$ cat src/hdl/lup2_pkg.sv
// Shared constants, register codes and stage control types of the upsample-by-two interpolator.
package lup2_pkg;

    localparam int TAPS           = 10;
    localparam int UPSAMPLE_RATIO = 2;
    localparam int HALF_TAPS      = TAPS / UPSAMPLE_RATIO;
    localparam int EVEN_TAP       = HALF_TAPS - 1;
    localparam int COEF_BITS      = 18;
    localparam int FRAC_BITS      = 16;
    localparam int FILL_BITS      = 4;
    localparam int ADDR_BITS      = 5;

    localparam logic [FILL_BITS-1:0] TAPS_FILL = FILL_BITS'(TAPS);

    localparam logic signed [COEF_BITS-1:0] COEF_RESET [HALF_TAPS] = '{
        18'sd35, -18'sd405, 18'sd2268, -18'sd8820, 18'sd39690
    };

    typedef enum logic [2:0] {
        REG_COEF_OUTER  = 3'd0,
        REG_COEF_SECOND = 3'd1,
        REG_COEF_THIRD  = 3'd2,
        REG_COEF_FOURTH = 3'd3,
        REG_COEF_INNER  = 3'd4
    } lup2_reg_t;

    typedef struct packed {
        logic load_pair;
        logic load_prod;
    } lup2_mac_ctl_t;

    typedef struct packed {
        logic load_sum;
        logic load_out;
    } lup2_rs_ctl_t;

endpackage

$ cat src/hdl/lup2_mac.sv
// Symmetric tap pair: pre-adds two window samples, then multiplies the pair by its weight.
module lup2_mac import lup2_pkg::*; #(
    parameter int SAMPLE_BITS = 24
) (
    input  logic                                clk,
    input  lup2_mac_ctl_t                       ctl,
    input  logic signed [SAMPLE_BITS-1:0]       tap_lo,
    input  logic signed [SAMPLE_BITS-1:0]       tap_hi,
    input  logic signed [COEF_BITS-1:0]         coef,
    output logic signed [SAMPLE_BITS+COEF_BITS:0] product
);

    localparam int PAIR_W = SAMPLE_BITS + 1;
    localparam int PROD_W = PAIR_W + COEF_BITS;

    logic signed [PAIR_W-1:0] pair_reg;
    logic signed [PAIR_W-1:0] pair_next;
    logic signed [PROD_W-1:0] prod_reg;
    logic signed [PROD_W-1:0] prod_next;

    always_comb
    begin
        pair_next = ctl.load_pair ? (PAIR_W'(tap_lo) + PAIR_W'(tap_hi)) : pair_reg;
        prod_next = ctl.load_prod ? (PROD_W'(pair_reg) * PROD_W'(coef)) : prod_reg;
    end

    // Payload only: the valid bits live with the flow control in the top level.
    always_ff @(posedge clk)
    begin
        pair_reg <= pair_next;
        prod_reg <= prod_next;
    end

    assign product = prod_reg;

endmodule

$ cat config.mk
export PLATFORM = sky130hd
export DESIGN_NAME = lup2_mac
export DESIGN_NICKNAME = d
export VERILOG_FILES = /design/src/hdl/lup2_pkg.sv /design/src/hdl/lup2_mac.sv
export SDC_FILE = /design/constraint.sdc
export NUM_CORES = 1
export LEC_CHECK = 0
export BUFFER_PORTS_ARGS = -buffer_cell sky130_fd_sc_hd__buf_2
export CAP_MARGIN = 0
export CORE_UTILIZATION = 37
export CTS_CLUSTER_DIAMETER = 30
export DETAILED_ROUTE_END_ITERATION = 10
export HOLD_SLACK_MARGIN = 0.08
export SLEW_MARGIN = 20
export SYNTH_ARGS = -nofsm -noshare
export SYNTH_HDL_FRONTEND = slang
export SYNTH_SLANG_ARGS = --single-unit
$ cat constraint.sdc
create_clock -name clk -period 9.4 [get_ports clk]
set_input_delay 1.41 -clock clk [delete_from_list [all_inputs] [get_ports clk]]
set_output_delay 1.41 -clock clk [all_outputs]
set_load 0.1 [all_outputs]
==> results.toml <==
[route]
drc_errors = 0
viasPerCell = 4.82
via_count = 13212
wire_per_inst_um = 16.4
dr.pass1.iters = 5
postRouteAntennaNets = 0
routed_wl_mm = 45.0
drtIter0Drc = 709

[die]
start_util_pct = 37.8
rows = 82
fp.dieW_um = 229
core_region_area_um2 = 50500
num_io_pins = 112
die_h_um = 229
dieArea_um2 = 52500

[yosys]
synth_warnings = 0
synth_area_um2 = 19100
yosysUniqueCellTypes = 54
synth_ff_type = "edfxtp_1"
synth_fp_nets = 2666
avgSynthCellArea_um2 = 9.43
async_reset_ff_share_pct = 0
synth-seq-cells = 68
syn_inst = 2024
synth_edf_count = 68
yosysSeqAreaShare_pct = 10.7

[placement]
place.gp.congestion = 0.829
post-dp-hpwl_mm = 37.7
numPortBuffers = 111

[global_routing]
grt_overflow = 0
grt_pass1_wl_mm = 75.3
antenna_found_initial = 0
grt_pass1_vias = 14383
grt_max_degree = 44
globalRouteTotalUtil_pct = 18.3

[sta]
slew_headroom_pct = 42.0
fin_crit_ns = 7.76
tns_ns = 0
skew_ns = 0.0236
period_share_pct = 82.5
tightestPinTransition_ns = 0.870
rsz0062_at_grt = "no"
slew_viol_final = 0
final-setup-viol-count = 0
max_freq_mhz = 129
hold_viol = 0

[clock_tree]
cts.sinks = 68
ctsRootBufferMaster = "clkbuf_16"
cts_max_path_buffers = 2
cts.repair.resized = 0
insertion_delay_ns = 0.40
ctsHoldBuffers = 0
cts_buffers = 9
cts_tree = "done"
postCtsSetupRepairBufs = 0
h-tree-depth = 3
path_clk_slew_ns = 0.08

[critical_path]
worstSetupEndpointType = "flop"
path_cells = "buf_2, nand2_1, fa_1, inv_1, fa_1, inv_1, fa_1, fa_1, inv_1, fa_1, inv_1, fa_1, inv_1, ha_1, nand2_1, nor2_1, a2111oi_2, a211oi_1, and4bb_4, a41o_1, a21oi_2, a311o_1"
crit_type = "primary input to flop"
critical-path-top-delay-family = "adder cells"
critPathLaunchType = "primary input"
cp.required_ns = 9.54
cp_slowest_stage_delay_ns = 0.68
crit_top_cell = "fa_1"
path_buf_inv = 6
cp_slowest_cell = "a2111oi_2"
cp_max_fo = 25
cp.arrival_ns = 7.90

[final_layout]
final_nets = 2705
largest_reg_flops = 43
layout_common_cells = "inv_1, fa_1, nand2_1"
mostFrequentLayoutCell = "inv_1"
syn2layout_area_growth_pct = 7.26
drive_gt1_share_pct = 6.87
finalCoreUtilization_pct = 40.5
antennaDiodeCount = 0

[flow_run]
max_cap_violations = 0

[min_path]
worstHoldPathType = "flop to flop"

[status]
status = "completed"
-- cells by family after synthesis --
kind of cell	synth area share, %
xor gates and xnor gates	2.66
and+or+nand+nor	13.7
buffers and inverters	11.8
muxes	0.0525
adders and majority gates	55.0
DFF	10.7
AOI/OAI and AO/OA	6.11
-- worst paths after layout --
kind	start	end	slack [ns]	depth (start not counted)
worst max-delay path	coef[0]	product[41]	1.64	22
worst min-delay path	pair_reg[0]	product[0]	1.10	1
worst max register to register	pair_reg[11]	product[41]	2.14	19
worst min register to register	pair_reg[0]	product[0]	1.10	1
-- synth_stat cells, types with 10 or more instances --
master / number / area (um2)
a21o_1: 26 / 195
a21oi_1: 50 / 250
and2_1: 164 / 1030
clkbuf_1: 80 / 300
edfxtp_1: 68 / 2040
fa_1: 442 / 8850
ha_1: 131 / 1640
inv_1: 511 / 1920
nand2_1: 293 / 1100
nand2b_1: 16 / 100
nand3_1: 10 / 50.1
nor2_1: 48 / 180
o21ai_0: 31 / 155
xnor2_1: 46 / 403
xor2_1: 12 / 105
-- stage by stage --
stage	hold WS (ns)	cell area, um2	cells	setup slack, ns
final	1.10	20500	2740	1.64
after global routing	1.13	20500	2740	1.26
after CTS	1.12	20500	2740	1.58
after detailed placement	1.12	20200	2724	1.16
after global placement	1.12	20200	2724	1.20
after floorplan	0.624	19100	2024	2.01
-- routing by layer --
layer | part of all wire [%] | global-route usage (%) | wire length [um] | vias to the layer above
met1 | 45 | 24.6 | 20100 | 6776
met3 | 5.8 | 3.57 | 2590 | 38
met5 | 0 | 0 | 0 | -
li1 | - | - | - | 6046
met2 | 48 | 30.6 | 21600 | 352
met4 | 1.6 | 4.17 | 734 | 0
-- layout make-up --
type / count / area (um2)
Clock buffer: 9 / 225
Clock inverter: 7 / 80.1
Fill cell: 5038 / 30000
Inverter: 511 / 1920
Multi-Input combinational cell: 1360 / 14800
Sequential cell: 68 / 2040
Tap cell: 672 / 841
Timing Repair Buffer: 113 / 571
Power is left out: the tool's default activity adds up to more than one toggle a clock period on the data nets, which glitch-free logic cannot reach.
