`config.mk`:
```
export PLATFORM = sky130hd
export DESIGN_NAME = lup2_tap_cell
export DESIGN_NICKNAME = d
export VERILOG_FILES = /design/src/hdl/lup2_pkg.sv /design/src/hdl/lup2_tap_cell.sv
export SDC_FILE = /design/constraint.sdc
export NUM_CORES = 1
export LEC_CHECK = 0
export BUFFER_PORTS_ARGS = -buffer_cell sky130_fd_sc_hd__buf_2
export CORE_MARGIN = 5
export CORE_UTILIZATION = 47
export CTS_CLUSTER_SIZE = 30
export DETAILED_ROUTE_END_ITERATION = 16
export MAX_ROUTING_LAYER = met4
export PLACE_DENSITY = 0.83
export SYNTH_ARGS = -nofsm -noshare
export SYNTH_HDL_FRONTEND = slang
export SYNTH_SLANG_ARGS = --single-unit
```
`constraint.sdc`:
```
create_clock -name clk -period 2.15 [get_ports clk]
set_input_delay 0 -clock clk [delete_from_list [all_inputs] [get_ports clk]]
set_output_delay 0 -clock clk [all_outputs]
set_load 0.03 [all_outputs]
```
`src/hdl/lup2_pkg.sv`:
```
// Shared constants, register codes and stage control types of the upsample-by-two interpolator.
package lup2_pkg;

    localparam int TAPS           = 10;
    localparam int UPSAMPLE_RATIO = 2;
    localparam int HALF_TAPS      = TAPS / UPSAMPLE_RATIO;
    localparam int EVEN_TAP       = HALF_TAPS - 1;
    localparam int COEF_BITS      = 18;
    localparam int FRAC_BITS      = 16;
    localparam int FILL_BITS      = 4;
    localparam int ADDR_BITS      = 5;

    localparam logic [FILL_BITS-1:0] TAPS_FILL = FILL_BITS'(TAPS);

    localparam logic signed [COEF_BITS-1:0] COEF_RESET [HALF_TAPS] = '{
        18'sd35, -18'sd405, 18'sd2268, -18'sd8820, 18'sd39690
    };

    typedef enum logic [2:0] {
        REG_COEF_OUTER  = 3'd0,
        REG_COEF_SECOND = 3'd1,
        REG_COEF_THIRD  = 3'd2,
        REG_COEF_FOURTH = 3'd3,
        REG_COEF_INNER  = 3'd4
    } lup2_reg_t;

    typedef struct packed {
        logic load_pair;
        logic load_prod;
    } lup2_mac_ctl_t;

    typedef struct packed {
        logic load_sum;
        logic load_out;
    } lup2_rs_ctl_t;

endpackage

```
`src/hdl/lup2_tap_cell.sv`:
```
// One cell of the sample window: holds a sample and takes its neighbour's on each shift.
module lup2_tap_cell import lup2_pkg::*; #(
    parameter int WIDTH = 24
) (
    input  logic                    clk,
    input  logic                    rst_n,
    input  logic                    shift,
    input  logic signed [WIDTH-1:0] data_in,
    output logic signed [WIDTH-1:0] data_out
);

    logic signed [WIDTH-1:0] value_reg;
    logic signed [WIDTH-1:0] value_next;

    always_comb
    begin
        value_next = shift ? data_in : value_reg;
    end

    always_ff @(posedge clk or negedge rst_n)
    begin
        if (!rst_n)
        begin
            value_reg <= '0;
        end
        else
        begin
            value_reg <= value_next;
        end
    end

    assign data_out = value_reg;

endmodule

```
==> flow_metrics.tcl, run 1 <==
set metrics [dict create \
    status "finished, final reports clean" \
    final_cell_mix "buf_2 (50), dlygate4sd3_1 (25), dfrtp_1 (24)" \
    period_needed_ns 0.890 \
    critPathTopFamily "flip-flops" \
    num_io_pins 51 \
    synth_mux_area_share_pct 34.6 \
    place_ws_ns 1.04 \
    slew_violations 0 \
    regArea_um2 601 \
    critical_path.max_fanout 2 \
    largest_reg_flops 24 \
    first_iter_violations 6 \
    r2r-end "data_out[6]" \
    r2r-start "data_out[6]" \
    drv_cap 0 \
    clockBufferDepth 2 \
    synth_compound_gate_area_share_pct 0 \
    hold_path_class "input pin to asynchronous set/reset pin" \
    grt_pass1_vias 836 \
    cts_resized 0 \
    synthCells 51 \
    worst_setup_path_start_kind "flip-flop" \
    power_density_nw_per_um2 664 \
    portBuffers 50 \
    fin_crit_sh_pct 41.4 \
    power_uw 997 \
    rrSetupSlack_ns 1.36 \
    multi_input_area_um2 345 \
    gp_congestion 0.718 \
    worstMarginPinSlew_ns 0.729 \
    first_pass_iters 2 \
    critical_path.startpoint "data_out[6]" \
    yosysWarnings 0 \
    layout_commonest_cell "buf_2" \
    yosys.area_share.simple_pct 0 \
    die_height_um 56.1 \
    synth.avg_cell_area_um2 19.6 \
    max_stage_delay_ns 0.41 \
    ys_types 5 \
    drive_gt1_share_pct 61.1 \
    fin_nets 155 \
    p_leak_uw 0.000776 \
    fillCellCount 137 \
    detail-route-antenna-nets 0 \
    cts.htree.levels 1 \
    cts-root-buf "clkbuf_4" \
    cts_made_buffers 3 \
    drt_wl_total_um 2260 \
    synthAdderAreaFrac_pct 0 \
    vias 712 \
    clock_latency_ns 0.29 \
    core_um2 2000 \
    worstPathCellList "buf_2" \
    grt_pass1_wl_um 3890 \
    fin_tns_setup_ns 0 \
    cts_tree "yes" \
    viasPerCell 4.65 \
    drc 0 \
    dpl.hpwl_um 1410 \
    rsz0062_at_grt "no" \
    cp_slowest_cell "dfrtp_1" \
    slew_headroom_pct 51.4 \
    ys_seq_area_share_pct 60.2 \
    syn2layout_area_growth_pct 50.7 \
    die-area_um2 3140 \
    numClockSinks 24 \
    grt_start_max_net_pins 25 \
    setup_viol 0 \
    start_util_pct 49.8 \
    syn_nets 78 \
    worst_ep_arrival_time_ns 0.89 \
    ys_seq_elements 24 \
    grt_usage_pct 16.1 \
    max_freq_mhz 1120 \
    antenna_found_initial 0 \
    peakVddDrop_v 0.000471 \
    fin_skew_ns 0 \
    fin_util_pct 75.1 \
    rr_worst_depth 1 \
    mappedNetlistArea_um2 997 \
    synthXorXnorAreaFrac_pct 0 \
    insertedDiodeCount 0 \
    path_clk_slew_ns 0.11 \
    critical_path_buf_inv_count 1 \
    num_rows 16 \
    cp-end-kind "output port" \
    fp.dieW_um 56.1 \
    wl_per_cell_um 14.8 \
    hold_violations 0 \
    synth_top_family_by_area "multiplexers" \
    crit_required_ns 2.15 \
    fin_ws_ns 1.26 \
    crit_type "flip-flop to output port" \
    overflow 0 \
]
Yosys cell counts:
cell	number	area (µm²)
buf_6	1	11.3
buf_12	2	40.0
mux2_2	4	45.0
mux2_4	20	300
dfrtp_1	24	601
kinds of logic after synthesis:
family / after synthesis
buffers and inverters: 3
flip-flops: 24
multiplexers: 24
routing by layer:
layer | vias up | part of all wire (%) | GRT usage [%]
met5 | - | 0 | -
met4 | 0 | 0 | 4.07
met3 | 0 | 8.1 | 4.87
met2 | 33 | 51 | 27.4
met1 | 350 | 41 | 18.4
li1 | 329 | - | -
worst max path at each step:
stage               cells after the start            to
finish                                  1   data_out[6]
global route                            1   data_out[3]
CTS                                     1   data_out[5]
detailed placement                      2  data_out[23]
global placement                        2  data_out[21]
floorplan                               1  data_out[10]
repair_timing:
action	4_1_cts	5_1_grt
hold buffers	25	0
endpoints found under the hold margin	48	0
setup buffers	0	0
per-stage QoR:
step,std cells,hold WS (ns),instance area (µm²)
3_3_place_gp,125,-0.00798,1230
3_5_place_dp,125,-0.000242,1230
4_1_cts,153,0.219,1500
6_report,153,0.202,1500
2_1_floorplan,51,-0.296,997
5_1_grt,153,0.246,1500
power by group:
group / total [µW] / switching (µW) / internal (µW)
logic: 295 / 156 / 139
clock network: 180 / 115 / 65.2
registers: 522 / 25.7 / 496
area by class of cell:
type / instances / area share [%]
Clock buffer: 3 / 1.50
Multi-Input combinational cell: 24 / 23.0
Sequential cell: 24 / 40.0
Tap cell: 27 / 2.25
Timing Repair Buffer: 75 / 33.3
(Power assumes the default switching activity.)
==> run 2: changes to the inputs <==
- CORE_UTILIZATION: 47 -> 39
- PLACE_DENSITY: 0.83 -> 0.74
- clock period: 2.15 -> 0.8 ns (I/O delays scaled with it)
==> flow_metrics.tcl, run 2 (synthesized netlist as in run 1, its figures left out) <==
set metrics [dict create \
    met1_usage_pct 16.7 \
    grt_usage_pct 14.7 \
    hold_violations 0 \
    cts.htree.levels 1 \
    drc 0 \
    gp_congestion 0.653 \
    layout_commonest_cell "buf_2" \
    stdcell_area_um2 1760 \
    p_switching_uw 875 \
    whs_path_depth 2 \
    viasPerCell 4.43 \
    worstMarginPinSlew_ns 0.509 \
    fin_tns_setup_ns -1.98 \
    hp-start "shift" \
    grtUsageMet3_pct 2.77 \
    placed_area_um2 1300 \
    critical_path_buf_inv_count 1 \
    grt_start_max_net_pins 25 \
    grt_pass1_vias 828 \
    num_io_pins 51 \
    largest_reg_flops 24 \
    portBuffers 50 \
    insertedDiodeCount 0 \
    r2r-end "data_out[22]" \
    dpl.hpwl_um 1540 \
    combPwrFrac_pct 29.4 \
    fillCellCount 154 \
    numClockSinks 24 \
    die-area_um2 3670 \
    p_sw_share_pct 26.7 \
    first_pass_iters 2 \
    slew_headroom_pct 66.1 \
    fp.dieW_um 60.6 \
    rr_worst_depth 1 \
    min_to "data_out[0]" \
    peakVddDrop_v 0.00144 \
    clockBufferDepth 2 \
    fin_crit_sh_pct 112 \
    fin_nets 157 \
    start_util_pct 40.6 \
    critical_path.max_fanout 2 \
    wl_per_cell_um 14.6 \
    fin_skew_ns 0 \
    setup_viol 31 \
    clock_latency_ns 0.31 \
    drv_cap 0 \
    post_cts.repair.setup_buffers 0 \
    max_freq_mhz 1120 \
    cts_made_buffers 3 \
    worst_setup_path_start_kind "flip-flop" \
    cp-end-kind "output port" \
    critPathTopFamily "flip-flops" \
    period_needed_ns 0.894 \
    violations "setup timing" \
    syn2layout_area_growth_pct 76.2 \
    cts_tree "yes" \
    power_density_nw_per_um2 1860 \
    cts-root-buf "clkbuf_4" \
    antenna_found_initial 0 \
    hold_path_class "input pin to flip-flop" \
    cp_slowest_cell "dfrtp_2" \
    rsz0062_at_grt "yes" \
    place_ws_ns -0.0237 \
    grt_use_met2_pct 26.6 \
    num_rows 18 \
    drive_gt1_share_pct 80.6 \
    path_clk_slew_ns 0.14 \
    rrSetupSlack_ns -0.02 \
    top_usage_layer "met2" \
    fin_ws_ns -0.0943 \
    status "complete, but fails checks" \
    r2r-start "data_out[22]" \
    first_iter_violations 6 \
    fin_cells 159 \
    hold_slack_ns 0.0826 \
    grt_pass1_wl_um 3910 \
    overflow 0 \
    p_int_uw 2400 \
    final_cell_mix "buf_2 (26), dlygate4sd3_1 (25), dfrtp_2 (24), buf_6 (24), mux2_4 (20)" \
    clkPwrFrac_pct 26.2 \
    die_height_um 60.6 \
    worstPathCellList "buf_6" \
    vias 704 \
    crit_type "flip-flop to output port" \
    detail-route-antenna-nets 0 \
    max_stage_delay_ns 0.44 \
    core_um2 2450 \
    drt_wl_total_um 2330 \
    worst_ep_arrival_time_ns 0.89 \
    seqPwrFrac_pct 44.4 \
    dp_cells 130 \
    slew_violations 0 \
    p_leak_uw 0.000835 \
    crit_required_ns 0.80 \
]
==> run 2: cell types whose count changed in the layout (fill, tap and decap cells not counted), sizes merged <==
cell    change
buf         +2
bufinv      +1
==> run 2: worst max-delay path by stage <==
stage / from / endpoint / slack (ns) / cells past startpoint
6_report: data_out[10] / data_out[10] / -0.09 / 1
2_1_floorplan: data_out[10] / data_out[10] / -0.05 / 1
4_1_cts: data_out[16] / data_out[16] / -0.10 / 1
3_5_place_dp: shift / data_out[10] / -0.02 / 3
5_1_grt: data_out[9] / data_out[9] / -0.15 / 1
3_3_place_gp: shift / data_out[17] / 0.008 / 3
==> run 2: metrics by stage <==
step / total power, µW / utilization, %
after floorplan: 1930 / -
after detailed placement: 2170 / 53.1
final: 3270 / 71.6
after global routing: 3430 / 71.6
after CTS: 3290 / 71.6
after global placement: 2150 / 53.1
==> run 2: power by group through the flow <==
stage	Combinational, µW	Sequential (µW)	Clock, µW
finish	963	1450	859
global route	1010	1470	947
CTS	966	1450	874
detailed placement	726	1440	0
global placement	713	1440	0
floorplan	238	1690	0
==> run 2: metal layers <==
layer  routed length, µm  vias to the layer above  part of all wire (%)
li1                    -                      334                     -
met4                   5                        0                  0.21
met2                1330                       19                    57
met5                   0                        -                     0
met1                 886                      349                    38
met3                 103                        2                   4.4
==> run 2: area by class of cell <==
cell class | instances | area, µm² | area share (%)
clock buffer | 3 | 22.5 | 1.28
tap | 30 | 37.5 | 2.14
clock inverter | 1 | 30.0 | 1.71
sequential | 24 | 631 | 35.9
multi-input combinational | 24 | 345 | 19.7
timing repair buffer | 77 | 691 | 39.3
==> run 2: timing repair <==
item,CTS,global route
pin swaps,0,0
resized for setup,48,0
hold buffers,25,0
endpoints found under the hold margin,48,0
setup endpoints to repair,25,47
==> run 3: changes to the inputs <==
- CELL_PAD_IN_SITES_DETAIL_PLACEMENT: default -> 0
- CELL_PAD_IN_SITES_GLOBAL_PLACEMENT: default -> 2
- CORE_UTILIZATION: 39 -> 31
- MAX_ROUTING_LAYER: met4 -> default
- PLACE_DENSITY: 0.74 -> 0.83
- clock period: 0.8 -> 1.1 ns (I/O delays scaled with it)
==> flow_metrics.tcl, run 3 (synthesized netlist as in run 1, its figures left out) <==
set metrics [dict create \
    grt_pass1_vias 803 \
    setup_viol 0 \
    first_iter_violations 15 \
    drive_gt1_share_pct 61.7 \
    die_height_um 66.7 \
    cp-end-kind "output port" \
    fin_skew_ns 0 \
    final_cell_mix "buf_2 (50), dlygate4sd3_1 (25), dfrtp_1 (24)" \
    num_rows 20 \
    num_io_pins 51 \
    multi_input_area_um2 345 \
    regArea_um2 601 \
    portBuffers 50 \
    slew_violations 0 \
    drt_wl_total_um 2350 \
    cts_made_buffers 3 \
    slew_headroom_pct 65.2 \
    period_needed_ns 0.897 \
    p_leak_uw 0.000793 \
    fin_util_pct 50.6 \
    peakVddDrop_v 0.000964 \
    cts-root-buf "clkbuf_4" \
    hold_path_class "input pin to asynchronous set/reset pin" \
    largest_reg_flops 24 \
    grt_start_max_net_pins 25 \
    overflow 0 \
    hold_violations 0 \
    fin_crit_sh_pct 81.6 \
    crit_required_ns 1.10 \
    fp.dieW_um 66.7 \
    gp_congestion 0.639 \
    power_density_nw_per_um2 1320 \
    status "finished, final reports clean" \
    fillCellCount 275 \
    grt_pass1_wl_um 3910 \
    insertedDiodeCount 0 \
    hold_slack_ns 0.188 \
    clockBufferDepth 2 \
    die-area_um2 4450 \
    syn2layout_area_growth_pct 56.2 \
    drc 0 \
    critPathTopFamily "flip-flops" \
    critical_path.max_fanout 2 \
    viasPerCell 4.07 \
    numClockSinks 24 \
    start_util_pct 32.4 \
    worstPathCellList "buf_2" \
    vias 700 \
    worst_ep_arrival_time_ns 0.90 \
    fin_nets 156 \
    worst_setup_path_start_kind "flip-flop" \
    cts.htree.levels 1 \
    cts_tree "yes" \
    max_freq_mhz 1110 \
    clock_latency_ns 0.31 \
    core_um2 3080 \
    wl_per_cell_um 13.7 \
    cts_resized 0 \
    cp_slowest_cell "dfrtp_1" \
    antenna_found_initial 0 \
    layout_commonest_cell "buf_2" \
    rsz0062_at_grt "no" \
    grt_usage_pct 11.8 \
    crit_type "flip-flop to output port" \
    critical_path_buf_inv_count 1 \
    worstMarginPinSlew_ns 0.521 \
    detail-route-antenna-nets 0 \
    path_clk_slew_ns 0.13 \
    fin_tns_setup_ns 0 \
    drv_cap 0 \
    max_stage_delay_ns 0.41 \
    first_pass_iters 2 \
]
-- run 3: repair_timing --
action / CTS / global route
buffers inserted: 0 / 0
endpoints found under the hold margin: 48 / 0
hold buffers: 25 / 0
-- run 3: worst paths after layout --
kind / startpoint / endpoint / slack (ns) / depth (start not counted)
min: rst_n / data_out[23] / 0.19 / 2
max reg2reg: data_out[0] / data_out[0] / 0.32 / 1
max: data_out[5] / data_out[5] / 0.20 / 1
min in group clk: shift / data_out[23] / 0.21 / 3
min reg2reg: data_out[7] / data_out[7] / 0.52 / 1
max in group asynchronous: rst_n / data_out[11] / 0.56 / 2
-- run 3: where the power goes --
part / switching, µW / internal, µW / total, µW
clock network: 247 / 202 / 449
logic: 308 / 278 / 586
registers: 47.0 / 970 / 1020
-- run 3: metrics by stage --
| stage | worst slack [ns] | cell area [µm²] | total power [µW] | cells |
|---|---|---|---|---|
| final | 0.203 | 1560 | 2050 | 172 |
| after global routing | 0.137 | 1560 | 2160 | 172 |
| after global placement | 0.325 | 1270 | 1550 | 143 |
| after detailed placement | 0.304 | 1270 | 1550 | 143 |
| after floorplan | 0.211 | 997 | 1390 | 51 |
| after CTS | 0.185 | 1560 | 2080 | 172 |
-- run 3: layout make-up --
cell class / instances / area share [%]
Timing Repair Buffer: 76 / 33.4
Clock buffer: 4 / 2.33
Tap cell: 44 / 3.53
Multi-Input combinational cell: 24 / 22.2
Sequential cell: 24 / 38.6
-- run 3: metal layers --
metal	track usage [%]	routed length, µm
met2	20.9	1220
met4	1.78	26
met5	0	0
met1	13.5	967
met3	4.55	141
