--- config.mk ---
export PLATFORM = sky130hd
export DESIGN_NAME = lup2_round_sat
export DESIGN_NICKNAME = d
export VERILOG_FILES = /design/src/hdl/lup2_pkg.sv /design/src/hdl/lup2_round_sat.sv
export SDC_FILE = /design/constraint.sdc
export NUM_CORES = 1
export LEC_CHECK = 0
export ABC_AREA = 1
export BUFFER_PORTS_ARGS = -buffer_cell sky130_fd_sc_hd__buf_2
export CORE_UTILIZATION = 53
export CTS_BUF_LIST = sky130_fd_sc_hd__clkbuf_8
export DETAILED_ROUTE_END_ITERATION = 7
export PLACE_DENSITY = 0.88
export SETUP_SLACK_MARGIN = 0.2
export SLEW_MARGIN = 5
export SYNTH_ARGS = -nofsm -noshare
export SYNTH_HDL_FRONTEND = slang
export SYNTH_SLANG_ARGS = --single-unit
--- constraint.sdc ---
create_clock -name clk -period 7.6 [get_ports clk]
set_input_delay 1.52 -clock clk [delete_from_list [all_inputs] [get_ports clk]]
set_output_delay 1.52 -clock clk [all_outputs]
set_load 0.05 [all_outputs]
--- src/hdl/lup2_pkg.sv ---
// Shared constants, register codes and stage control types of the upsample-by-two interpolator.
package lup2_pkg;

    localparam int TAPS           = 10;
    localparam int UPSAMPLE_RATIO = 2;
    localparam int HALF_TAPS      = TAPS / UPSAMPLE_RATIO;
    localparam int EVEN_TAP       = HALF_TAPS - 1;
    localparam int COEF_BITS      = 18;
    localparam int FRAC_BITS      = 16;
    localparam int FILL_BITS      = 4;
    localparam int ADDR_BITS      = 5;

    localparam logic [FILL_BITS-1:0] TAPS_FILL = FILL_BITS'(TAPS);

    localparam logic signed [COEF_BITS-1:0] COEF_RESET [HALF_TAPS] = '{
        18'sd35, -18'sd405, 18'sd2268, -18'sd8820, 18'sd39690
    };

    typedef enum logic [2:0] {
        REG_COEF_OUTER  = 3'd0,
        REG_COEF_SECOND = 3'd1,
        REG_COEF_THIRD  = 3'd2,
        REG_COEF_FOURTH = 3'd3,
        REG_COEF_INNER  = 3'd4
    } lup2_reg_t;

    typedef struct packed {
        logic load_pair;
        logic load_prod;
    } lup2_mac_ctl_t;

    typedef struct packed {
        logic load_sum;
        logic load_out;
    } lup2_rs_ctl_t;

endpackage

--- src/hdl/lup2_round_sat.sv ---
// Sums the five weighted pairs, rounds half up to whole samples and saturates to the sample range.
module lup2_round_sat import lup2_pkg::*; #(
    parameter int SAMPLE_BITS = 24
) (
    input  logic                                  clk,
    input  lup2_rs_ctl_t                          ctl,
    input  logic signed [SAMPLE_BITS+COEF_BITS:0] product [HALF_TAPS],
    output logic signed [SAMPLE_BITS-1:0]         odd_value,
    output logic                                  saturated
);

    localparam int PROD_W = SAMPLE_BITS + 1 + COEF_BITS;
    localparam int SUM_W  = PROD_W + 3;

    localparam logic signed [SUM_W-1:0] HALF_LSB = SUM_W'(64'sd1 <<< (FRAC_BITS - 1));
    localparam logic signed [SUM_W-1:0] MAX_V    =
        SUM_W'((64'sd1 <<< (SAMPLE_BITS - 1)) - 64'sd1);
    localparam logic signed [SUM_W-1:0] MIN_V    = ~MAX_V;

    logic signed [SUM_W-1:0]       sum_reg;
    logic signed [SUM_W-1:0]       sum_next;
    logic signed [SUM_W-1:0]       shifted;
    logic signed [SAMPLE_BITS-1:0] odd_reg;
    logic signed [SAMPLE_BITS-1:0] odd_next;
    logic                          sat_reg;
    logic                          sat_next;

    always_comb
    begin
        sum_next = HALF_LSB;
        for (int i = 0; i < HALF_TAPS; i++)
        begin
            sum_next = sum_next + SUM_W'(product[i]);
        end
        if (!ctl.load_sum)
        begin
            sum_next = sum_reg;
        end
    end

    // An arithmetic shift of the sum is the floor of its quotient by the Q16 unit.
    always_comb
    begin
        shifted  = sum_reg >>> FRAC_BITS;
        odd_next = odd_reg;
        sat_next = sat_reg;
        if (ctl.load_out)
        begin
            if (shifted > MAX_V)
            begin
                odd_next = MAX_V[SAMPLE_BITS-1:0];
                sat_next = 1'b1;
            end
            else if (shifted < MIN_V)
            begin
                odd_next = MIN_V[SAMPLE_BITS-1:0];
                sat_next = 1'b1;
            end
            else
            begin
                odd_next = shifted[SAMPLE_BITS-1:0];
                sat_next = 1'b0;
            end
        end
    end

    always_ff @(posedge clk)
    begin
        sum_reg <= sum_next;
        odd_reg <= odd_next;
        sat_reg <= sat_next;
    end

    assign odd_value = odd_reg;
    assign saturated = sat_reg;

endmodule

==> results_dict.tcl, run 1 <==
set metrics [dict create \
    cp.required_ns 7.65 \
    synthCells 1224 \
    endpoint "sum_reg[32]" \
    synth_most_common_cell "inv_1" \
    grt_pass1_wl_mm 35.6 \
    synth_flop_cell "edfxtp_1" \
    leakagePower_nw 6.33 \
    relSlewSlack_pct 46.8 \
    async_reset_ff_share_pct 0 \
    totalWireLength_mm 21.6 \
    maxCapViolations 0 \
    drtPass1Iterations 5 \
    drtIter0Drc 443 \
    crit_top_cell "inv_1" \
    rsz0062_at_grt "false" \
    ys_top_cells_by_count "inv_1, nand2_1, fa_1" \
    ys_seq_elements 55 \
    max_slew.worst_pin.slew_ns 0.799 \
    period_share_pct 66.0 \
    power.density_nw_per_um2 325 \
    postCtsSetupRepairBufs 0 \
    hold_viol_final 0 \
    rows 48 \
    synth_edf_count 55 \
    layout-drive-gt1-share_pct 18.8 \
    synth_top_cell_by_area "fa_1" \
    area_growth_pct 16.6 \
    die_y_um 135 \
    synth_top_area_share_pct 27.7 \
    grt_use_total_pct 24.9 \
    die_x_um 135 \
    cts.sinks 55 \
    place_congestion 0.946 \
    place_hpwl_mm 19.9 \
    start_util_pct 54.1 \
    grt_max_degree 31 \
    clk_latency_ns 0.31 \
    first_global_vias 8189 \
    ys_seq_area_share_pct 17.7 \
    antenna_found_initial 0 \
    peakVddDrop_v 0.000206 \
    critPathKind "in2reg" \
    clkSlewWorstSetupHoldPaths_ns 0.09 \
    cp_max_fo 4 \
    post_cts_resized 0 \
    critPathLaunch "product[19]" \
    tns_ns 0 \
    finalMaxSlewViolations 0 \
    fillers 1540 \
    clockBufferDepth 2 \
    htreeDepth 2 \
    core_um2 17200 \
    worstRegToRegCells 3 \
    ff2ff_setup_slack_ns 5.51 \
    hp-class "reg2reg" \
    cts_made_buffers 5 \
    cts_hold_buf 0 \
    cp.arrival_ns 5.07 \
    start_kind "primary input" \
    r2r_start "sum_reg[40]" \
    crit_cells 19 \
    viasPerCell 4.87 \
    drcViolationCount 0 \
    fin_nets 1901 \
    io_buffers 242 \
    ant_nets 0 \
    tritoncts "built" \
    critPathTopFamily "adder cells" \
    clock-root-buffer "clkbuf_8" \
    ys_warn_count 0 \
    largest_reg_flops 30 \
    slowest_stage "fa_1" \
    skew_ns 0.0205 \
    wire_per_inst_um 12.7 \
    synth.distinct_cells 36 \
    fmax_mhz 199 \
    finalSetupViolations 0 \
    die-area_um2 18100 \
    stdcell_count 1694 \
    io_pins 243 \
    synth_area_per_cell_um2 7.62 \
    mappedNetlistNets 1657 \
    dp.cells 1686 \
    grt_overflow 0 \
    rr_endpoint "odd_value[13]" \
    cp.buffers_inverters 7 \
    status "completed" \
    period_minus_slack_ns 5.02 \
    cpPeakStageDelay_ns 0.53 \
    crit_path_cell_trace "buf_2, inv_1, fa_1, inv_1, fa_1, inv_1, fa_1, inv_1, ha_1, a21oi_1, inv_1, a21oi_1, nor2_1, nor2_1, inv_1, a21oi_1, nand2_1, nand2_1, nand2_1" \
    synth_area_leaders "fa_1, edfxtp_1, inv_1" \
    critPathCaptureType "flop" \
    n_antenna_cell 0 \
    netlist_area_um2 9330 \
    vias 8255 \
]
per-layer routing:
metal  part of all wire, %  vias to the layer above  wire (µm)  global-route usage [%]
met1                    42                     3890       8960                    31.5
met2                    51                      277      11000                    46.6
li1                      -                     4067          -                       -
met4                  0.96                        0        206                    3.37
met3                   6.4                       21       1370                    2.40
met5                     0                        -          0                       0
cells in the final DEF, fill, tap and decap left out, drive strengths merged, types with 10 or more instances in the layout:
cell type	instances
ha	86
buf	242
edfxtp	55
nand2	244
fa	129
xor2	10
nand3	33
nor2	86
a21oi	60
inv	434
nand4	10
o21ai	34
worst min-delay path by stage:
stage                start            end  slack [ns]  depth (start not counted)
6_report       sum_reg[33]  odd_value[17]        0.52                          2
2_1_floorplan  sum_reg[26]  odd_value[10]        0.49                          2
3_3_place_gp   sum_reg[23]   odd_value[7]        0.50                          2
3_5_place_dp   sum_reg[18]   odd_value[2]        0.50                          2
5_1_grt        sum_reg[19]   odd_value[3]        0.55                          2
4_1_cts        sum_reg[18]   odd_value[2]        0.53                          2
cell type report:
type	count	area, µm²	area share (%)
clock buffers	5	68.8	0.633
clock inverters	3	20.0	0.184
inverters	434	1630	15.0
multi-input cells	730	6020	55.3
flip-flops and latches	55	1650	15.2
well taps	225	282	2.59
repair buffers	242	1210	11.1
cells by family after synthesis:
kind of cell / share of synthesized area, %
xor+xnor: 1.31
fa+ha+maj: 39.2
compound gates: 6.68
simple gates: 17.3
flops: 17.7
buf+inv: 17.8
worst reg2reg max path: cells and delay by family, from the launching register on:
kind               cells  cell delay [ns]
DFF                    1             0.45
and+or+nand+nor        2             0.70
AOI/OAI and AO/OA      1             0.66
where the power goes:
| part | total [mW] | switching, mW | internal [mW] |
|---|---|---|---|
| combinational | 2.75 | 1.86 | 0.898 |
| clock | 0.164 | 0.0991 | 0.0646 |
| sequential | 0.624 | 0.0468 | 0.577 |
through the flow:
| stage | instance area (µm²) | worst slack, ns | power (mW) | hold slack (ns) | utilization (%) |
|---|---|---|---|---|---|
| after floorplan | 9330 | 2.86 | 2.60 | 0.495 | - |
| after global placement | 10800 | 2.31 | 3.29 | 0.502 | 62.6 |
| after detailed placement | 10800 | 2.28 | 3.34 | 0.504 | 62.6 |
| after CTS | 10900 | 2.61 | 3.51 | 0.527 | 63.1 |
| after global routing | 10900 | 2.30 | 3.90 | 0.549 | 63.1 |
| final | 10900 | 2.58 | 3.54 | 0.523 | 63.1 |
No activity file was read; power rests on OpenSTA's default activity.
==> run 2: changes to the inputs <==
==> constraint.sdc (replaced) <==
create_clock -name clk -period 5.1 [get_ports clk]
set_input_delay 1.02 -clock clk [delete_from_list [all_inputs] [get_ports clk]]
set_output_delay 1.02 -clock clk [all_outputs]
set_load 0.05 [all_outputs]
==> run 2 against run 1 <==
  * Non-clock buffer count grew 1
  * Sequential power rose by 49%
  * Sequential share of layout area hardly changed
  * Clock skew rose by 0.0014 ns
  * Total power increased by 49%
  * Worst setup slack got worse by 2.0 ns
  * Highest routed layer unchanged
==> results_dict.tcl, run 2 (synthesis results as in run 1) <==
set metrics [dict create \
    status "completed" \
    seqCellArea_um2 1650 \
    final_common_cell "inv_1" \
    place_congestion 0.944 \
    area_growth_pct 16.7 \
    cpPeakStageDelay_ns 0.54 \
    drtPass1Iterations 6 \
    fin_util_pct 63.2 \
    rsz0062_at_grt "false" \
    cts_hold_buf 0 \
    sw_frac_of_total_pct 56.5 \
    relSlewSlack_pct 47.3 \
    place_hpwl_mm 20.0 \
    wl_met1_mm 8.65 \
    postCtsSetupRepairBufs 0 \
    die-area_um2 18100 \
    die_y_um 135 \
    vias 8241 \
    die_x_um 135 \
    drcViolationCount 0 \
    fillers 1521 \
    period_share_pct 88.9 \
    power.density_nw_per_um2 485 \
    crit_path_cell_trace "buf_2, inv_1, fa_1, inv_1, fa_1, inv_1, fa_1, inv_1, ha_1, a21oi_1, inv_1, a21oi_1, nor2_1, nor2_1, inv_1, a21oi_1, nand2_1, nand2_1, nand2_1" \
    clk_latency_ns 0.31 \
    fmax_mhz 221 \
    p_int_mw 2.30 \
    max_slew.worst_pin.slew_ns 0.790 \
    fin_nets 1902 \
    largest_reg_flops 30 \
    critPathKind "in2reg" \
    drtIter0Drc 459 \
    io_pins 243 \
    cts.sinks 55 \
    power_frac_seq_pct 17.6 \
    cp.arrival_ns 4.59 \
    finalMaxSlewViolations 0 \
    layout_common_cells "inv_1, buf_2, nand2_1" \
    combPwrFrac_pct 77.8 \
    core_um2 17200 \
    route.met3.wl_mm 1.63 \
    hold_viol_final 0 \
    placed_area_um2 10800 \
    power_frac_clock_pct 4.6 \
    finalSetupViolations 0 \
    grt_overflow 0 \
    clockBufferDepth 2 \
    p_switching_mw 2.98 \
    highest_layer "met4" \
    peakVddDrop_v 0.000348 \
    grt_max_degree 31 \
    rows 48 \
    layout-drive-gt1-share_pct 18.8 \
    leakagePower_nw 6.34 \
    period_minus_slack_ns 4.53 \
    ant_nets 0 \
    viasPerCell 4.86 \
    maxCapViolations 0 \
    dr_wl_met2_mm 11.0 \
    power_mw 5.27 \
    antenna_found_initial 0 \
    post_cts_resized 0 \
    multiInputGateArea_um2 6020 \
    cts_made_buffers 5 \
    skew_ns 0.0219 \
    holdWs_ns 0.513 \
    start_util_pct 54.1 \
    totalWireLength_mm 21.6 \
    first_global_vias 8280 \
    clkSlewWorstSetupHoldPaths_ns 0.12 \
    critPathCaptureType "flop" \
    cp_max_fo 4 \
    start_kind "primary input" \
    n_antenna_cell 0 \
    crit_top_cell "inv_1" \
    critPathTopFamily "adder cells" \
    io_buffers 242 \
    hp-class "reg2reg" \
    clock-root-buffer "clkbuf_8" \
    grt_pass1_wl_mm 35.3 \
    final_area_um2 10900 \
    tns_ns 0 \
    wire_per_inst_um 12.7 \
    htreeDepth 2 \
    tritoncts "built" \
    cp.required_ns 5.16 \
    grt_use_total_pct 24.7 \
    slowest_stage "fa_1" \
    cp.buffers_inverters 7 \
]
==> run 2: changes by cell type in the layout (fill, tap and decap cells not counted) <==
cell	delta
buf_4	+1
==> run 2: per-layer routing <==
metal | GRT usage (%) | vias up
met5 | 0 | -
met1 | 30.4 | 3851
met4 | 4.87 | 0
met2 | 46.0 | 290
li1 | - | 4069
met3 | 3.30 | 31
==> run 2: power groups by stage <==
stage | Combinational, mW | Sequential (mW) | Clock, mW
floorplan | 2.68 | 1.19 | 0
global placement | 3.98 | 0.935 | 0
detailed placement | 4.04 | 0.944 | 0
CTS | 4.05 | 0.933 | 0.248
global route | 4.59 | 0.950 | 0.264
finish | 4.10 | 0.929 | 0.244
==> run 2: final timing paths <==
check	cells past startpoint	slack (ns)	start	end
worst min register to register	2	0.51	sum_reg[32]	odd_value[16]
worst max register to register	3	3.04	sum_reg[40]	odd_value[18]
worst max-delay path	19	0.57	product[19]	sum_reg[32]
worst min-delay path	2	0.51	sum_reg[32]	odd_value[16]
==> run 2: worst register-to-register path, delay by kind of cell, from the launching register on <==
| kind | cells | cell delay, ns |
|---|---|---|
| simple gates | 2 | 0.68 |
| compound gates | 1 | 0.66 |
| flops | 1 | 0.45 |
==> run 2: metrics by stage <==
step / cells / setup slack [ns]
6_report: 1695 / 0.566
5_1_grt: 1695 / 0.288
4_1_cts: 1695 / 0.585
3_5_place_dp: 1687 / 0.257
3_3_place_gp: 1687 / 0.304
2_1_floorplan: 1224 / 0.859
==> run 2: layout make-up <==
type,instances,area share [%]
repair buffers,243,11.2
clock inverters,3,0.184
inverters,434,15.0
multi-input cells,730,55.3
well taps,225,2.59
clock buffers,5,0.632
flip-flops and latches,55,15.2
==> run 3: changes to the inputs <==
--- a/config.mk
+++ b/config.mk
@@ -8,7 +8,6 @@
 export ABC_AREA = 1
 export BUFFER_PORTS_ARGS = -buffer_cell sky130_fd_sc_hd__buf_2
 export CORE_UTILIZATION = 53
-export CTS_BUF_LIST = sky130_fd_sc_hd__clkbuf_8
 export DETAILED_ROUTE_END_ITERATION = 7
 export PLACE_DENSITY = 0.88
 export SETUP_SLACK_MARGIN = 0.2
==> run 3 against run 2 <==
  * Total power up 1.8%
  * Sequential power about the same
  * Clock skew down 0.0082 ns
  * Utilization up 0.33 points
  * Non-clock buffer count unchanged
  * Critical path depth unchanged
  * First-iteration DRC count up 9.4%
  * Die area unchanged
  * Worst setup slack worse by 0.020 ns
==> results_dict.tcl, run 3 (synthesis results as in run 1) <==
set metrics [dict create \
    status "completed" \
    hp-class "reg2reg" \
    largest_reg_flops 30 \
    cp.required_ns 5.14 \
    tns_ns 0 \
    drtPass1Iterations 5 \
    clock-root-buffer "clkbuf_16" \
    grt_max_degree 31 \
    first_global_vias 8277 \
    ant_nets 0 \
    postCtsSetupRepairBufs 0 \
    critPathKind "in2reg" \
    skew_ns 0.0137 \
    n_antenna_cell 0 \
    crit_top_cell "inv_1" \
    clkSlewWorstSetupHoldPaths_ns 0.07 \
    die_x_um 135 \
    cp.buffers_inverters 7 \
    holdWs_ns 0.518 \
    crit_path_cell_trace "buf_2, inv_1, fa_1, inv_1, fa_1, inv_1, fa_1, inv_1, ha_1, a21oi_1, inv_1, a21oi_1, nor2_1, nor2_1, inv_1, a21oi_1, nand2_1, nand2_1, nand2_1" \
    dp.cells 1687 \
    layout-drive-gt1-share_pct 18.8 \
    slowest_stage "fa_1" \
    place_congestion 0.944 \
    htreeDepth 2 \
    wire_per_inst_um 12.7 \
    clk_latency_ns 0.29 \
    critPathCaptureType "flop" \
    clockBufferDepth 2 \
    grt_use_total_pct 24.8 \
    io_buffers 242 \
    post_cts_resized 0 \
    start_util_pct 54.1 \
    power.density_nw_per_um2 491 \
    cpPeakStageDelay_ns 0.54 \
    period_minus_slack_ns 4.55 \
    die-area_um2 18100 \
    leakagePower_nw 6.37 \
    tritoncts "built" \
    grt_overflow 0 \
    totalWireLength_mm 21.6 \
    cts.sinks 55 \
    maxCapViolations 0 \
    relSlewSlack_pct 46.9 \
    rows 48 \
    cp.arrival_ns 4.59 \
    core_um2 17200 \
    fin_nets 1902 \
    cts_hold_buf 0 \
    die_y_um 135 \
    fmax_mhz 220 \
    rsz0062_at_grt "false" \
    finalMaxSlewViolations 0 \
    critPathTopFamily "adder cells" \
    vias 8241 \
    viasPerCell 4.86 \
    io_pins 243 \
    grt_pass1_wl_mm 35.4 \
    drcViolationCount 0 \
    stdcell_count 1695 \
    place_hpwl_mm 20.0 \
    finalSetupViolations 0 \
    antenna_found_initial 0 \
    cts_made_buffers 5 \
    hold_viol_final 0 \
    area_growth_pct 17.3 \
    drtIter0Drc 502 \
    peakVddDrop_v 0.000380 \
    cp_max_fo 4 \
    period_share_pct 89.3 \
    final_common_cell "inv_1" \
    layout_common_cells "inv_1, buf_2, nand2_1" \
    start_kind "primary input" \
    max_slew.worst_pin.slew_ns 0.797 \
]
run 3: power breakdown:
part / leakage (nW) / total (mW) / switching, mW / internal [mW]
clock: 0.0674 / 0.339 / 0.158 / 0.182
sequential: 0.530 / 0.930 / 0.0685 / 0.861
combinational: 5.77 / 4.10 / 2.76 / 1.34
run 3: worst paths after layout:
path                                  start            end  slack, ns  cells after the start
worst max-delay path            product[19]    sum_reg[32]       0.55                     19
worst min-delay path            sum_reg[28]  odd_value[12]       0.52                      2
worst max register to register  sum_reg[40]  odd_value[18]       3.04                      3
worst min register to register  sum_reg[28]  odd_value[12]       0.52                      2
run 3: stage by stage:
stage / power [mW] / area (µm²) / worst slack [ns] / util, %
floorplan: 3.87 / 9330 / 0.859 / -
global placement: 4.91 / 10800 / 0.304 / 62.6
detailed placement: 4.98 / 10800 / 0.257 / 62.6
CTS: 5.33 / 10900 / 0.561 / 63.5
global route: 5.90 / 10900 / 0.265 / 63.5
finish: 5.37 / 10900 / 0.545 / 63.5
run 3: layer usage:
layer	vias to the layer above	global-route usage [%]	wire length [µm]
met5	-	0	0
met4	0	5.06	344
met3	28	3.42	1540
met2	298	46.0	11000
met1	3845	30.5	8750
li1	4070	-	-
run 3: layout make-up:
type                    count  area [µm²]
flip-flops and latches     55        1650
well taps                 225         282
clock inverters             3        20.0
clock buffers               5         125
inverters                 434        1630
multi-input cells         730        6020
repair buffers            243        1220
fillers                  1511        6290
run 3: worst min-delay path: cells and delay by family, from the launching register on:
kind | cells | cell delay [ns]
flops | 1 | 0.32
simple gates | 2 | 0.10
